[config.mk]
export PLATFORM = sky130hd
export DESIGN_NAME = timed_output_slot_table_core_flat
export DESIGN_NICKNAME = d
export VERILOG_FILES = /design/src/sv/tost_pkg.sv /design/src/sv/tost_if.sv /design/src/sv/timed_output_slot_table_core.sv /design/src/flat_wrapper.sv
export SDC_FILE = /design/constraint.sdc
export NUM_CORES = 1
export LEC_CHECK = 0
export BUFFER_PORTS_ARGS = -buffer_cell sky130_fd_sc_hd__buf_2
export CAP_MARGIN = 10
export CORE_ASPECT_RATIO = 1.4
export CORE_MARGIN = 10
export CORE_UTILIZATION = 30
export CTS_BUF_LIST = sky130_fd_sc_hd__clkbuf_4
export CTS_CLUSTER_SIZE = 14
export DETAILED_ROUTE_END_ITERATION = 10
export GPL_ROUTABILITY_DRIVEN = 0
export GPL_TIMING_DRIVEN = 0
export HOLD_SLACK_MARGIN = 0.02
export PLACE_DENSITY = 0.5
export SKIP_LAST_GASP = 1
export SLEW_MARGIN = 5
export SYNTH_ARGS = -nofsm -noshare
export SYNTH_HDL_FRONTEND = slang
export SYNTH_SLANG_ARGS = --single-unit
[constraint.sdc]
create_clock -name clk -period 16.5 [get_ports clk]
set_clock_uncertainty 0.05 [all_clocks]
set_input_delay 1.65 -clock clk [delete_from_list [all_inputs] [get_ports clk]]
set_output_delay 1.65 -clock clk [all_outputs]
set_load 0.005 [all_outputs]
[src/sv/tost_pkg.sv]
// Package for the timed output slot table: sizes, command codes, item and
// slot types, sequencer states and the output bit helper.
// No dependencies.
package tost_pkg;

    localparam int SLOTS     = 4;
    localparam int SLOT_W    = (SLOTS > 1) ? $clog2(SLOTS) : 1;
    localparam int CNT_W     = $clog2(SLOTS + 1);
    localparam int OUTPUTS   = 8;
    localparam int OUT_W     = 3;
    localparam int MS_PER_S  = 1000;

    typedef enum logic [1:0] {
        OP_ACTIVATE   = 2'd0,
        OP_DEACTIVATE = 2'd1,
        OP_DEACT_ALL  = 2'd2,
        OP_TICK       = 2'd3
    } op_t;

    typedef enum logic [1:0] {
        ST_IDLE,
        ST_SCAN,
        ST_COMMIT,
        ST_PUSH
    } state_t;

    typedef struct packed {
        logic [1:0]  op;
        logic [3:0]  relay;
        logic [15:0] seconds;
        logic [31:0] now_ms;
    } in_item_t;

    typedef struct packed {
        logic [7:0] relay_mask;
        logic       pushed;
    } out_item_t;

    typedef struct packed {
        logic [OUT_W-1:0] outp;
        logic [31:0]      off_time;
    } slot_entry_t;

    function automatic logic [OUTPUTS-1:0] bit_of(input logic [OUT_W-1:0] n);
        logic [OUTPUTS-1:0] m;
        m    = '0;
        m[n] = 1'b1;
        return m;
    endfunction

endpackage

[src/sv/tost_if.sv]
// Valid/ready channels of the timed output slot table.
// Depends on tost_pkg for the item types.
interface tost_in_if;
    logic                valid;
    logic                ready;
    tost_pkg::in_item_t  data;

    modport source (output valid, output data, input ready);
    modport sink   (input valid, input data, output ready);
endinterface

interface tost_out_if;
    logic                valid;
    logic                ready;
    tost_pkg::out_item_t data;

    modport source (output valid, output data, input ready);
    modport sink   (input valid, input data, output ready);
endinterface

[src/sv/timed_output_slot_table_core.sv]
// Timed output slot table: top level with slot memory and sequencer.
// Depends on tost_pkg and the channels in tost_if.sv.
//
//  channel | dir | payload                          | handshake
//  --------+-----+----------------------------------+-------------
//  in_ch   | in  | op, relay, seconds, now_ms       | valid/ready
//  out_ch  | out | relay_mask, pushed               | valid/ready
//
// Every item walks the slot memory one slot at a time through its single
// read port, evaluates the last read data, writes back at commit and then
// loads the output register. The next item is taken only in the idle state
// that follows, so each item reaches the output register before another.
// rst_n clears the sequencer, the slot valid bits and the output mask; the
// slot memory itself is not cleared since free slots are never read for data.
// A stalled output holds its result; input is taken again as soon as the
// result sits in the output register, even before it is taken downstream.
module timed_output_slot_table_core (
    input  logic         clk,
    input  logic         rst_n,
    tost_in_if.sink      in_ch,
    tost_out_if.source   out_ch
);
    import tost_pkg::*;

    // sequencer
    state_t state_reg, state_next;

    // current item and its precomputed off time
    in_item_t    item_reg;
    logic [31:0] off_reg;

    // slot memory: output number and off time, one read or write a cycle
    slot_entry_t slot_mem [SLOTS];
    slot_entry_t rd_reg;
    logic        mem_re;
    logic        mem_we;
    logic [SLOT_W-1:0] rd_addr;
    logic [SLOT_W-1:0] wr_addr;
    slot_entry_t       wr_data;

    // walk counters: issue side and evaluate side (registered from the issue side)
    logic [CNT_W-1:0]  iss_cnt_reg;
    logic              ev_vld_reg;
    logic [SLOT_W-1:0] ev_idx_reg;
    logic              scan_done;

    // slot valid bits and the output mask live in flops
    logic [SLOTS-1:0]   valid_reg, valid_next;
    logic [OUTPUTS-1:0] mask_reg, mask_next;

    // scan results
    logic               match_hit_reg;
    logic [SLOT_W-1:0]  match_idx_reg;
    logic               exp_hit_reg;
    logic [SLOT_W-1:0]  exp_idx_reg;
    logic [OUT_W-1:0]   exp_out_reg;
    logic [31:0]        best_dist_reg;
    logic [SLOT_W-1:0]  best_idx_reg;
    logic [OUT_W-1:0]   best_out_reg;
    logic [OUTPUTS-1:0] clr_mask_reg;

    // evaluation of the slot just read
    logic        ev_slot_valid;
    logic        ev_rel_hit;
    logic        ev_expired;
    logic [31:0] ev_dist;

    // result waiting for the output register, and the output register
    out_item_t res_reg, res_next;
    out_item_t out_reg;
    logic      out_valid_reg;

    logic in_fire;
    logic out_load;
    logic out_free;

    // commit helpers
    logic               rel_ok;
    logic [OUT_W-1:0]   rel_num;
    logic [OUTPUTS-1:0] rel_bit;
    logic               free_hit;
    logic [SLOT_W-1:0]  free_idx;
    logic [SLOT_W-1:0]  pos;
    logic [OUTPUTS-1:0] evict_bit;

    assign in_fire  = in_ch.valid && in_ch.ready;
    assign out_free = !out_valid_reg || out_ch.ready;
    assign out_load = (state_reg == ST_PUSH) && out_free;

    assign rd_addr   = iss_cnt_reg[SLOT_W-1:0];
    assign scan_done = ev_vld_reg && (ev_idx_reg == SLOT_W'(SLOTS - 1));

    assign rel_ok  = (item_reg.relay[3] == 1'b0);
    assign rel_num = item_reg.relay[OUT_W-1:0];
    assign rel_bit = bit_of(rel_num);

    // ------------------------------------------------------------------
    // Sequencer: next state
    // ------------------------------------------------------------------
    always_comb
    begin
        state_next = state_reg;
        case (state_reg)
            ST_IDLE:
            begin
                if (in_fire)
                    state_next = ST_SCAN;
            end
            ST_SCAN:
            begin
                if (scan_done)
                    state_next = ST_COMMIT;
            end
            ST_COMMIT:
                state_next = ST_PUSH;
            ST_PUSH:
            begin
                if (out_free)
                    state_next = ST_IDLE;
            end
            default:
                state_next = ST_IDLE;
        endcase
    end

    // ------------------------------------------------------------------
    // Sequencer: outputs
    // ------------------------------------------------------------------
    always_comb
    begin
        in_ch.ready = 1'b0;
        mem_re      = 1'b0;
        mem_we      = 1'b0;
        case (state_reg)
            ST_IDLE:   in_ch.ready = 1'b1;
            ST_SCAN:   mem_re = (iss_cnt_reg < CNT_W'(SLOTS));
            ST_COMMIT: mem_we = (item_reg.op == OP_ACTIVATE) && rel_ok;
            ST_PUSH:   ;
            default:   ;
        endcase
    end

    always_ff @(posedge clk or negedge rst_n)
    begin
        if (!rst_n)
            state_reg <= ST_IDLE;
        else
            state_reg <= state_next;
    end

    // ------------------------------------------------------------------
    // Item capture; off time = now + seconds * 1000, wrapping 32 bits
    // ------------------------------------------------------------------
    always_ff @(posedge clk)
    begin
        if (in_fire)
        begin
            item_reg <= in_ch.data;
            off_reg  <= in_ch.data.now_ms
                      + (32'(in_ch.data.seconds) * 32'(MS_PER_S));
        end
    end

    // ------------------------------------------------------------------
    // Slot memory. Reads happen only while walking, writes only at commit,
    // so a read never overlaps a write to the same entry.
    // ------------------------------------------------------------------
    always_ff @(posedge clk)
    begin
        if (mem_we)
            slot_mem[wr_addr] <= wr_data;
        if (mem_re)
            rd_reg <= slot_mem[rd_addr];
    end

    // walk counters
    always_ff @(posedge clk or negedge rst_n)
    begin
        if (!rst_n)
        begin
            iss_cnt_reg <= '0;
            ev_vld_reg  <= 1'b0;
            ev_idx_reg  <= '0;
        end
        else
        begin
            if (in_fire)
                iss_cnt_reg <= '0;
            else if (mem_re)
                iss_cnt_reg <= iss_cnt_reg + CNT_W'(1);
            ev_vld_reg <= mem_re;
            ev_idx_reg <= rd_addr;
        end
    end

    // ------------------------------------------------------------------
    // Evaluate the slot read in the cycle before
    // ------------------------------------------------------------------
    assign ev_slot_valid = valid_reg[ev_idx_reg];
    assign ev_rel_hit    = ev_slot_valid && (rd_reg.outp == rel_num);
    assign ev_expired    = ev_slot_valid && (rd_reg.off_time <= item_reg.now_ms);
    assign ev_dist       = rd_reg.off_time - item_reg.now_ms;

    always_ff @(posedge clk or negedge rst_n)
    begin
        if (!rst_n)
        begin
            match_hit_reg <= 1'b0;
            exp_hit_reg   <= 1'b0;
            clr_mask_reg  <= '0;
        end
        else if (in_fire)
        begin
            match_hit_reg <= 1'b0;
            exp_hit_reg   <= 1'b0;
            clr_mask_reg  <= '0;
        end
        else if (ev_vld_reg)
        begin
            // keep the first slot serving the relay
            if (ev_rel_hit && !match_hit_reg)
                match_hit_reg <= 1'b1;
            // keep the first expired slot
            if (ev_expired && !exp_hit_reg)
                exp_hit_reg <= 1'b1;
            if (ev_slot_valid)
                clr_mask_reg <= clr_mask_reg | bit_of(rd_reg.outp);
        end
    end

    always_ff @(posedge clk)
    begin
        if (ev_vld_reg)
        begin
            if (ev_rel_hit && !match_hit_reg)
                match_idx_reg <= ev_idx_reg;
            if (ev_expired && !exp_hit_reg)
            begin
                exp_idx_reg <= ev_idx_reg;
                exp_out_reg <= rd_reg.outp;
            end
            // soonest off time; strict compare keeps the lowest slot on ties
            if ((ev_idx_reg == '0) || (ev_dist < best_dist_reg))
            begin
                best_dist_reg <= ev_dist;
                best_idx_reg  <= ev_idx_reg;
                best_out_reg  <= rd_reg.outp;
            end
        end
    end

    // ------------------------------------------------------------------
    // Commit: first free slot, then the update for each command
    // ------------------------------------------------------------------
    always_comb
    begin
        free_hit = 1'b0;
        free_idx = '0;
        for (int i = SLOTS - 1; i >= 0; i--)
        begin
            if (!valid_reg[i])
            begin
                free_hit = 1'b1;
                free_idx = SLOT_W'(i);
            end
        end
    end

    assign evict_bit = free_hit ? '0 : bit_of(best_out_reg);

    always_comb
    begin
        valid_next = valid_reg;
        mask_next  = mask_reg;
        res_next   = '0;
        pos        = free_hit ? free_idx : best_idx_reg;
        wr_addr    = pos;
        wr_data    = '{outp: rel_num, off_time: off_reg};
        case (item_reg.op)
            OP_ACTIVATE:
            begin
                if (rel_ok)
                begin
                    if (((mask_reg & rel_bit) != '0) && match_hit_reg)
                    begin
                        // refresh the off time of the slot already serving it
                        wr_addr = match_idx_reg;
                    end
                    else
                    begin
                        // claim a free slot or evict the soonest one
                        valid_next[pos]  = 1'b1;
                        mask_next        = (mask_reg & ~evict_bit) | rel_bit;
                        res_next.pushed  = 1'b1;
                    end
                end
            end
            OP_DEACTIVATE:
            begin
                if (rel_ok)
                begin
                    if (match_hit_reg)
                        valid_next[match_idx_reg] = 1'b0;
                    mask_next       = mask_reg & ~rel_bit;
                    res_next.pushed = 1'b1;
                end
            end
            OP_DEACT_ALL:
            begin
                valid_next      = '0;
                mask_next       = mask_reg & ~clr_mask_reg;
                res_next.pushed = 1'b1;
            end
            OP_TICK:
            begin
                if (exp_hit_reg)
                begin
                    valid_next[exp_idx_reg] = 1'b0;
                    mask_next       = mask_reg & ~bit_of(exp_out_reg);
                    res_next.pushed = 1'b1;
                end
            end
            default:
            begin
                res_next.pushed = 1'b0;
            end
        endcase
        res_next.relay_mask = mask_next;
    end

    always_ff @(posedge clk or negedge rst_n)
    begin
        if (!rst_n)
        begin
            valid_reg <= '0;
            mask_reg  <= '0;
        end
        else if (state_reg == ST_COMMIT)
        begin
            valid_reg <= valid_next;
            mask_reg  <= mask_next;
        end
    end

    always_ff @(posedge clk)
    begin
        if (state_reg == ST_COMMIT)
            res_reg <= res_next;
        if (out_load)
            out_reg <= res_reg;
    end

    // ------------------------------------------------------------------
    // Output register
    // ------------------------------------------------------------------
    always_ff @(posedge clk or negedge rst_n)
    begin
        if (!rst_n)
            out_valid_reg <= 1'b0;
        else if (out_load)
            out_valid_reg <= 1'b1;
        else if (out_ch.ready)
            out_valid_reg <= 1'b0;
    end

    assign out_ch.valid = out_valid_reg;
    assign out_ch.data  = out_reg;

endmodule

[src/flat_wrapper.sv]
// flat-port wrapper written by rule: the top's interface ports become plain ports
module timed_output_slot_table_core_flat import tost_pkg::*;
  (clk, rst_n, in_ch_valid, in_ch_data, in_ch_ready, out_ch_valid, out_ch_data, out_ch_ready);
  tost_in_if in_ch_i ();
  tost_out_if out_ch_i ();
  input  logic clk;
  input  logic rst_n;
  input wire logic [$bits(in_ch_i.valid)-1:0] in_ch_valid;
  input wire logic [$bits(in_ch_i.data)-1:0] in_ch_data;
  output wire logic [$bits(in_ch_i.ready)-1:0] in_ch_ready;
  output wire logic [$bits(out_ch_i.valid)-1:0] out_ch_valid;
  output wire logic [$bits(out_ch_i.data)-1:0] out_ch_data;
  input wire logic [$bits(out_ch_i.ready)-1:0] out_ch_ready;
  assign in_ch_i.valid = in_ch_valid;
  assign in_ch_i.data = in_ch_data;
  assign in_ch_ready = in_ch_i.ready;
  assign out_ch_valid = out_ch_i.valid;
  assign out_ch_data = out_ch_i.data;
  assign out_ch_i.ready = out_ch_ready;
  timed_output_slot_table_core u_core (.clk(clk), .rst_n(rst_n), .in_ch(in_ch_i), .out_ch(out_ch_i));
endmodule
==> results of run 1 <==
placed cells by master (no fill, tap or decap), types with 36 or more instances in the layout:
cell,n
sky130_fd_sc_hd__clkbuf_4,115
sky130_fd_sc_hd__edfxtp_1,304
sky130_fd_sc_hd__nand2_1,64
sky130_fd_sc_hd__xnor2_1,47
sky130_fd_sc_hd__a21oi_1,98
sky130_fd_sc_hd__nor2_1,79
sky130_fd_sc_hd__ha_1,147
sky130_fd_sc_hd__buf_2,78
sky130_fd_sc_hd__fa_1,56
sky130_fd_sc_hd__inv_1,188
sky130_fd_sc_hd__o21ai_0,60
sky130_fd_sc_hd__mux4_2,36
critical path, delay by kind of cell:
kind,cells,cell delay [ns]
simple gates,2,0.27
compound gates,8,2.48
buf+inv,3,0.39
fa+ha+maj,6,2.65
xor+xnor,1,0.21
final cells by class:
cell class	instances	area [µm²]
multi-input cells	950	8250
plain buffers	31	133.9
clock inverters	26	181.4
clock buffers	114	855.8
flip-flops and latches	335	9905
inverters	188	705.7
well taps	832	1041
repair buffers	78	521.8
fillers	6263	41270
diodes	2	5.005
layer usage:
metal / share of wire, % / GRT usage (%) / wire length (µm)
met4: 2.4 / 4.374 / 1048
met5: 0.058 / 0 / 25
met1: 38 / 12.34 / 16390
met2: 55 / 22.63 / 23810
met3: 4.2 / 2.347 / 1815
metrics by stage:
step                hold WS (ns)  std cells  setup slack, ns  power (mW)
floorplan                 0.3258       1504            9.438       3.373
global placement          0.3300       2404            8.072       3.946
detailed placement        0.3470       2414            8.550       4.018
CTS                       0.3702       2554            9.431       4.735
global route              0.3798       2556            9.083       5.118
finish                    0.3685       2556            9.308       4.678
logic make-up after synthesis:
logic type / after synthesis / synth area share, %
XOR/XNOR: 67 / 3.097
multiplexers: 44 / 4.715
AND/OR/NAND/NOR: 298 / 7.931
buffers and inverters: 219 / 4.411
adder cells (fa/ha/maj): 203 / 15.62
flip-flops: 335 / 52.27
AO/OA/AOI/OAI: 338 / 11.95
power by group:
part           internal, mW  total [mW]  switching (mW)  leakage (nW)
logic                  1.08        2.58            1.50          4.69
clock network         0.352       0.689           0.337         0.599
registers              1.30        1.41           0.108          3.13
total                  2.73        4.68            1.94          8.42
worst min-delay path by stage:
stage | start | end
2_1_floorplan | u_core.iss_cnt_reg[1] | u_core.ev_idx_reg[1]
3_3_place_gp | u_core.iss_cnt_reg[1] | u_core.ev_idx_reg[1]
3_5_place_dp | u_core.iss_cnt_reg[0] | u_core.ev_idx_reg[0]
4_1_cts | u_core.res_reg[6] | u_core.out_ch.data[6]
5_1_grt | u_core.res_reg[2] | u_core.out_ch.data[2]
6_report | u_core.res_reg[2] | u_core.out_ch.data[2]
synthesized netlist by cell type (all sizes together), types with 7 or more instances:
cell type  instances
o21bai             8
o31a               7
fa                56
nand3b             7
nor2b             19
xor2              20
a21o              31
a21oi             99
o221ai            11
inv              188
buf               12
nand2b            16
o21ai             72
nand3             27
ha               147
edfxtp           304
nand4             19
o21a              12
a211oi            18
o31ai             11
mux4              36
xnor2             47
nor2              83
clkbuf            19
o211ai             7
nand2             64
nor3              22
a31oi              9
dfrtp             31
==> out/qor.yml, run 1 <==
outcome: "complete, no violations"
holdPathStages: 0
floorplan.initialDensity_pct: 30.14
crit_fanout: 5
worst_setup_path_endpoint: "u_core.off_reg[29]"
setup_total_negative_slack_ns: 0
cts_max_level: 3
r2r-end: "u_core.best_dist_reg[10]"
final_nets: 1926
netlist.area_leader.share_pct: 48.18
maxSlewViolCount: 0
antenna_found_initial: 5
ios: 69
cts.repair_timing.setup_buffer_count: 0
drtIter0Drc: 545
timing.critical_path.slowest_cell_delay_ns: 0.54
yosysWarningCount: 0
grt_use_total_pct: 11.78
synthCells: 1504
timing.max_cap.violations: 0
cts.reportedPaths.clkPinSlew_ns: 0.07
finalWorstPathRequiredPeriod_ns: 7.192
critical_path.most_common_cell: "sky130_fd_sc_hd__fa_1"
synth-async-reset-ratio_pct: 9.254
placementRows: 109
firstDrtPassIters: 5
placed_area_um2: 20560
postSynthAreaPerCell_um2: 12.60
final-hold-violation-count: 0
synth-edff-count: 304
synth_cell_type_count: 84
postLayoutCoreUtil_pct: 34.35
postSynthRegisterBits: 335
clock_path_buffers: 3
global_route_wire_length_before_repair_um: 68560
route.antenna.remaining_nets: 0
largest_register_ff_count: 140
die_height_um: 317.4
critical_path.slowest_cell: "sky130_fd_sc_hd__fa_1"
rsz0062_at_grt: "no"
clkSinkCount: 335
critPathKind: "in2reg"
core_area_um2: 62870
drt-total-wl_um: 43090
chipWidth_um: 232.4
cts-hold-fix-buffers: 0
area.growth.synth_to_final_pct: 13.99
avgViaCountPerCell: 4.777
dieArea_um2: 73760
clock.fmax_mhz: 139.0
ir_drop_v: 0.0001097
synth.top_cells.by_area: "sky130_fd_sc_hd__edfxtp_1, sky130_fd_sc_hd__ha_1, sky130_fd_sc_hd__fa_1"
vias: 12210
worst-slew-pin-transition_ns: 0.9486
cts-buffers-inserted: 81
final_cell_area_um2: 21600
timing.critical_path.cells: "buf_2 > inv_1 > fa_1 > fa_1 > fa_1 > fa_1 > inv_1 > ha_1 > a211o_1 > o311ai_2 > nand2_1 > o41ai_1 > xnor2_1 > ha_1 > a21o_1 > a21o_1 > a21oi_1 > nor3_1 > a2111oi_0 > o311ai_1"
globalRouteOverflowTotal: 0
worst_slew_margin_relative_to_its_limit_pct: 36.18
tritoncts: "yes"
critPathArrivalTime_ns: 7.66
worst_setup_path_end_kind: "register"
yosys.area.top_type: "sky130_fd_sc_hd__edfxtp_1"
synth-seq-area-share_pct: 52.27
cellPowerDensity_nw_per_um2: 216.6
wl_per_cell_um: 16.86
worst_ep_required_time_ns: 16.97
post_cts_resize_count: 0
numPortBuffers: 68
setup_violations: 0
reg2reg_depth: 19
grt_start_max_net_pins: 43
root_buffer_master: "sky130_fd_sc_hd__clkbuf_4"
cellLeakagePower_nw: 8.418
worst_r2r_startpoint: "u_core.off_reg[2]"
syn_area_um2: 18950
detailed_place_hpwl_um: 32710
synth-main-ff-cell: "sky130_fd_sc_hd__edfxtp_1"
worst_setup_path_startpoint: "in_ch_data[37]"
critical_path.startpoint_type: "primary input"
grt_pass1_vias: 12930
timing.reg2reg.setup_slack_ns: 11.25
hold_crit_class: "reg2reg"
number_of_remaining_drc_errors: 0
syn-num-nets: 1765
final_layout_size_suffix_gt1_share_pct: 16.49
insertion_delay_ns: 0.79
fin_crit_sh_pct: 43.59
No activity file was read; power rests on OpenSTA's default activity.
==> inputs of run 2 (changes only) <==
--- a/config.mk
+++ b/config.mk
@@ -5,6 +5,7 @@
 export SDC_FILE = /design/constraint.sdc
 export NUM_CORES = 1
 export LEC_CHECK = 0
+export ABC_AREA = 1
 export BUFFER_PORTS_ARGS = -buffer_cell sky130_fd_sc_hd__buf_2
 export CAP_MARGIN = 10
 export CORE_ASPECT_RATIO = 1.4
@@ -16,7 +17,7 @@
 export GPL_ROUTABILITY_DRIVEN = 0
 export GPL_TIMING_DRIVEN = 0
 export HOLD_SLACK_MARGIN = 0.02
-export PLACE_DENSITY = 0.5
+export PLACE_DENSITY = 0.51
 export SKIP_LAST_GASP = 1
 export SLEW_MARGIN = 5
 export SYNTH_ARGS = -nofsm -noshare
==> constraint.sdc (replaced) <==
create_clock -name clk -period 6.1 [get_ports clk]
set_clock_uncertainty 0.05 [all_clocks]
set_input_delay 0.61 -clock clk [delete_from_list [all_inputs] [get_ports clk]]
set_output_delay 0.61 -clock clk [all_outputs]
set_load 0.005 [all_outputs]
==> run 2 against run 1 <==
Against the previous run: synthesized cell count rose by 35%; combinational power rose to 2.8 times the previous value; register-to-register slack got worse by 9.4 ns; worst setup slack got worse by 8.8 ns; cell area rose by 5.9%; sequential power rose to 2.7 times the previous value; largest cell class unchanged; global-route usage rose by 1.8 points; power rose to 2.8 times the previous value; clock power rose to 2.7 times the previous value; clock-buffer cell count rose by 1; cell count rose by 22%.
==> out/qor.yml, run 2 <==
synth-edff-count: 304  # unchanged
synthCells: 2025  # +35%
r2r-end: "u_core.best_dist_reg[15]"
syn-num-nets: 2286  # +30%
synth-main-ff-cell: "sky130_fd_sc_hd__edfxtp_1"
vias: 14770  # +21%
timing.reg2reg.setup_slack_ns: 1.86  # -9.39 ns
worst_setup_path_startpoint: "in_ch_data[38]"
cts-hold-fix-buffers: 40  # +40
avgViaCountPerCell: 4.729  # -1.0%
post-synth-top-count-cell: "sky130_fd_sc_hd__nand2_1"
numPlacedInstances: 2947  # +22%
grt_start_max_net_pins: 59  # +37%
root_buffer_master: "sky130_fd_sc_hd__clkbuf_4"
number_of_remaining_drc_errors: 0  # unchanged
syn_area_um2: 19810  # +4.6%
ios: 69  # unchanged
final_nets: 2482  # +29%
netlist.area_leader.share_pct: 46.08  # -2.1 points
most-common-layout-cells: "sky130_fd_sc_hd__nand2_1, sky130_fd_sc_hd__edfxtp_1, sky130_fd_sc_hd__inv_1"
grt_use_total_pct: 13.59  # +1.8 points
yosys.area.top_type: "sky130_fd_sc_hd__edfxtp_1"
final-hold-violation-count: 0  # unchanged
synth.top_cells.by_area: "sky130_fd_sc_hd__edfxtp_1, sky130_fd_sc_hd__ha_1, sky130_fd_sc_hd__nand2_1"
ir_drop_v: 0.0002701  # +150%
clkSinkCount: 335  # unchanged
cts-buffers-inserted: 79  # -2.5%
rsz0062_at_grt: "no"
cellLeakagePower_nw: 9.827  # +17%
drtIter0Drc: 712  # +31%
clock.fmax_mhz: 178.1
cts_max_level: 3  # unchanged
drt-total-wl_um: 51460  # +19%
maxSlewViolCount: 0  # unchanged
die_height_um: 324.1  # +2.1%
fin_cells: 3123  # +22%
synth-seq-area-share_pct: 49.99  # -2.3 points
worst-slew-pin-transition_ns: 0.8679  # -0.08068 ns
detailed_place_hpwl_um: 40310  # +23%
globalRouteOverflowTotal: 0  # unchanged
core_area_um2: 65410  # +4.0%
route.antenna.remaining_nets: 0  # unchanged
tritoncts: "yes"
insertion_delay_ns: 0.79  # about the same
cts.repair_timing.setup_buffer_count: 0  # unchanged
area.growth.synth_to_final_pct: 15.45
worst_ep_required_time_ns: 6.53  # -10.44 ns
global_route_wire_length_before_repair_um: 82700  # +21%
post_cts_resize_count: 0  # unchanged
synth_cell_type_count: 54  # -36%
fin_crit_sh_pct: 92.05
worst_setup_path_endpoint: "u_core.off_reg[28]"
clock_path_buffers: 3  # unchanged
chipWidth_um: 237.2  # +2.1%
wl_per_cell_um: 16.48  # -2.3%
yosysWarningCount: 0  # unchanged
cellPowerDensity_nw_per_um2: 566.9  # +160%
hold_crit_class: "in2reg"
netlist_top_cells_count: "sky130_fd_sc_hd__nand2_1, sky130_fd_sc_hd__edfxtp_1, sky130_fd_sc_hd__inv_1, sky130_fd_sc_hd__nor2_1, sky130_fd_sc_hd__ha_1"
worst_r2r_startpoint: "u_core.off_reg[0]"
placementRows: 111  # +1.8%
worst_slew_margin_relative_to_its_limit_pct: 42.14  # +6.0 points
grt_pass1_vias: 15950  # +23%
outcome: "complete, no violations"
postLayoutCoreUtil_pct: 34.97  # +0.61 points
postSynthRegisterBits: 335  # unchanged
synth-async-reset-ratio_pct: 9.254  # unchanged
firstDrtPassIters: 5  # unchanged
worst_setup_path_end_kind: "register"
reg2reg_depth: 23  # +4
final_layout_size_suffix_gt1_share_pct: 11.17  # -5.3 points
critPathKind: "in2reg"
critical_path.startpoint_type: "primary input"
critPathArrivalTime_ns: 6.05  # -1.61 ns
setup_violations: 0  # unchanged
dieArea_um2: 76870  # +4.2%
numPortBuffers: 68  # unchanged
antenna_found_initial: 2  # -3
floorplan.initialDensity_pct: 30.29  # +0.15 points
crit_fanout: 6  # +1
timing.max_cap.violations: 0  # unchanged
postSynthAreaPerCell_um2: 9.784  # -22%
most_common_library_cell_in_the_layout_ignoring_fill_and_taps: "sky130_fd_sc_hd__nand2_1"
finalWorstPathRequiredPeriod_ns: 5.615
cts.reportedPaths.clkPinSlew_ns: 0.07  # about the same
largest_register_ff_count: 140  # unchanged
[run 2: final cells by class]
| type | count | area (µm²) |
|---|---|---|
| Antenna cell | 2 | 5.005 |
| Buffer | 31 | 171.4 |
| Clock buffer | 115 | 863.3 |
| Clock inverter | 19 | 185.2 |
| Fill cell | 6618 | 42540 |
| Inverter | 302 | 1139 |
| Multi-Input combinational cell | 1357 | 8651 |
| Sequential cell | 335 | 9905 |
| Tap cell | 847 | 1060 |
| Timing Repair Buffer | 115 | 895.9 |
[run 2: metrics by stage]
stage / worst slack, ns / hold WS, ns / cell area [µm²] / setup TNS [ns] / power, mW
after global placement: -0.3171 / 0.3420 / 21210 / -12.44 / 10.92
after floorplan: 0.6983 / 0.2644 / 19810 / 0 / 8.893
after global routing: 0.1446 / 0.1598 / 22870 / 0 / 14.21
after detailed placement: -0.2743 / 0.3492 / 21420 / -1.377 / 11.08
final: 0.4852 / 0.2237 / 22870 / 0 / 12.97
after CTS: 0.5574 / 0.1117 / 22870 / 0 / 13.06
[run 2: kinds of logic after synthesis]
logic type / after synthesis / synth area share, %
buffers and inverters: 333 / 6.593
AND/OR/NAND/NOR: 748 / 15.98
flip-flops: 335 / 49.99
adder cells (fa/ha/maj): 203 / 14.94
AO/OA/AOI/OAI: 347 / 9.883
XOR/XNOR: 59 / 2.608
[run 2: power breakdown]
group	total [mW]	switching, mW	internal [mW]
combinational	7.33	4.84	2.49
clock	1.89	0.864	1.03
sequential	3.75	0.280	3.47
total	13.0	5.98	6.99
[run 2: metal layers]
metal  vias to the layer above  part of all wire, %  global-route usage (%)
li1                       7303                    -                       -
met1                      7033                   37                   13.26
met2                       324                   56                   26.90
met3                       110                  3.1                   1.922
met4                         0                  4.3                   7.245
met5                         -                    0                       0
[run 2: worst min path at each step]
| stage | cells after the start | to | slack, ns | start |
|---|---|---|---|---|
| 6_report | 4 | u_core.iss_cnt_reg[2] | 0.22 | in_ch_valid |
| 5_1_grt | 4 | u_core.iss_cnt_reg[2] | 0.16 | in_ch_valid |
| 4_1_cts | 4 | u_core.iss_cnt_reg[2] | 0.11 | in_ch_valid |
| 3_5_place_dp | 0 | u_core.ev_idx_reg[0] | 0.35 | u_core.iss_cnt_reg[0] |
| 3_3_place_gp | 0 | u_core.ev_idx_reg[0] | 0.34 | u_core.iss_cnt_reg[0] |
| 2_1_floorplan | 0 | u_core.clr_mask_reg[0] | 0.26 | rst_n |
[run 2: worst max-delay path, stage by stage]
cell,delay (ns)
sky130_fd_sc_hd__buf_2,0.12
sky130_fd_sc_hd__inv_1,0.22
sky130_fd_sc_hd__fa_1,0.50
sky130_fd_sc_hd__fa_1,0.55
sky130_fd_sc_hd__fa_1,0.44
sky130_fd_sc_hd__fa_1,0.52
sky130_fd_sc_hd__inv_1,0.04
sky130_fd_sc_hd__ha_1,0.34
sky130_fd_sc_hd__nand2_1,0.12
sky130_fd_sc_hd__nor2_1,0.18
sky130_fd_sc_hd__inv_1,0.08
sky130_fd_sc_hd__o21ai_0,0.37
sky130_fd_sc_hd__a21oi_1,0.15
sky130_fd_sc_hd__xnor2_1,0.16
sky130_fd_sc_hd__ha_1,0.41
sky130_fd_sc_hd__nand2_1,0.14
sky130_fd_sc_hd__nor2_1,0.19
sky130_fd_sc_hd__inv_1,0.08
sky130_fd_sc_hd__o21bai_1,0.39
sky130_fd_sc_hd__a21oi_1,0.19
sky130_fd_sc_hd__nand3_1,0.12
sky130_fd_sc_hd__nand2_1,0.09
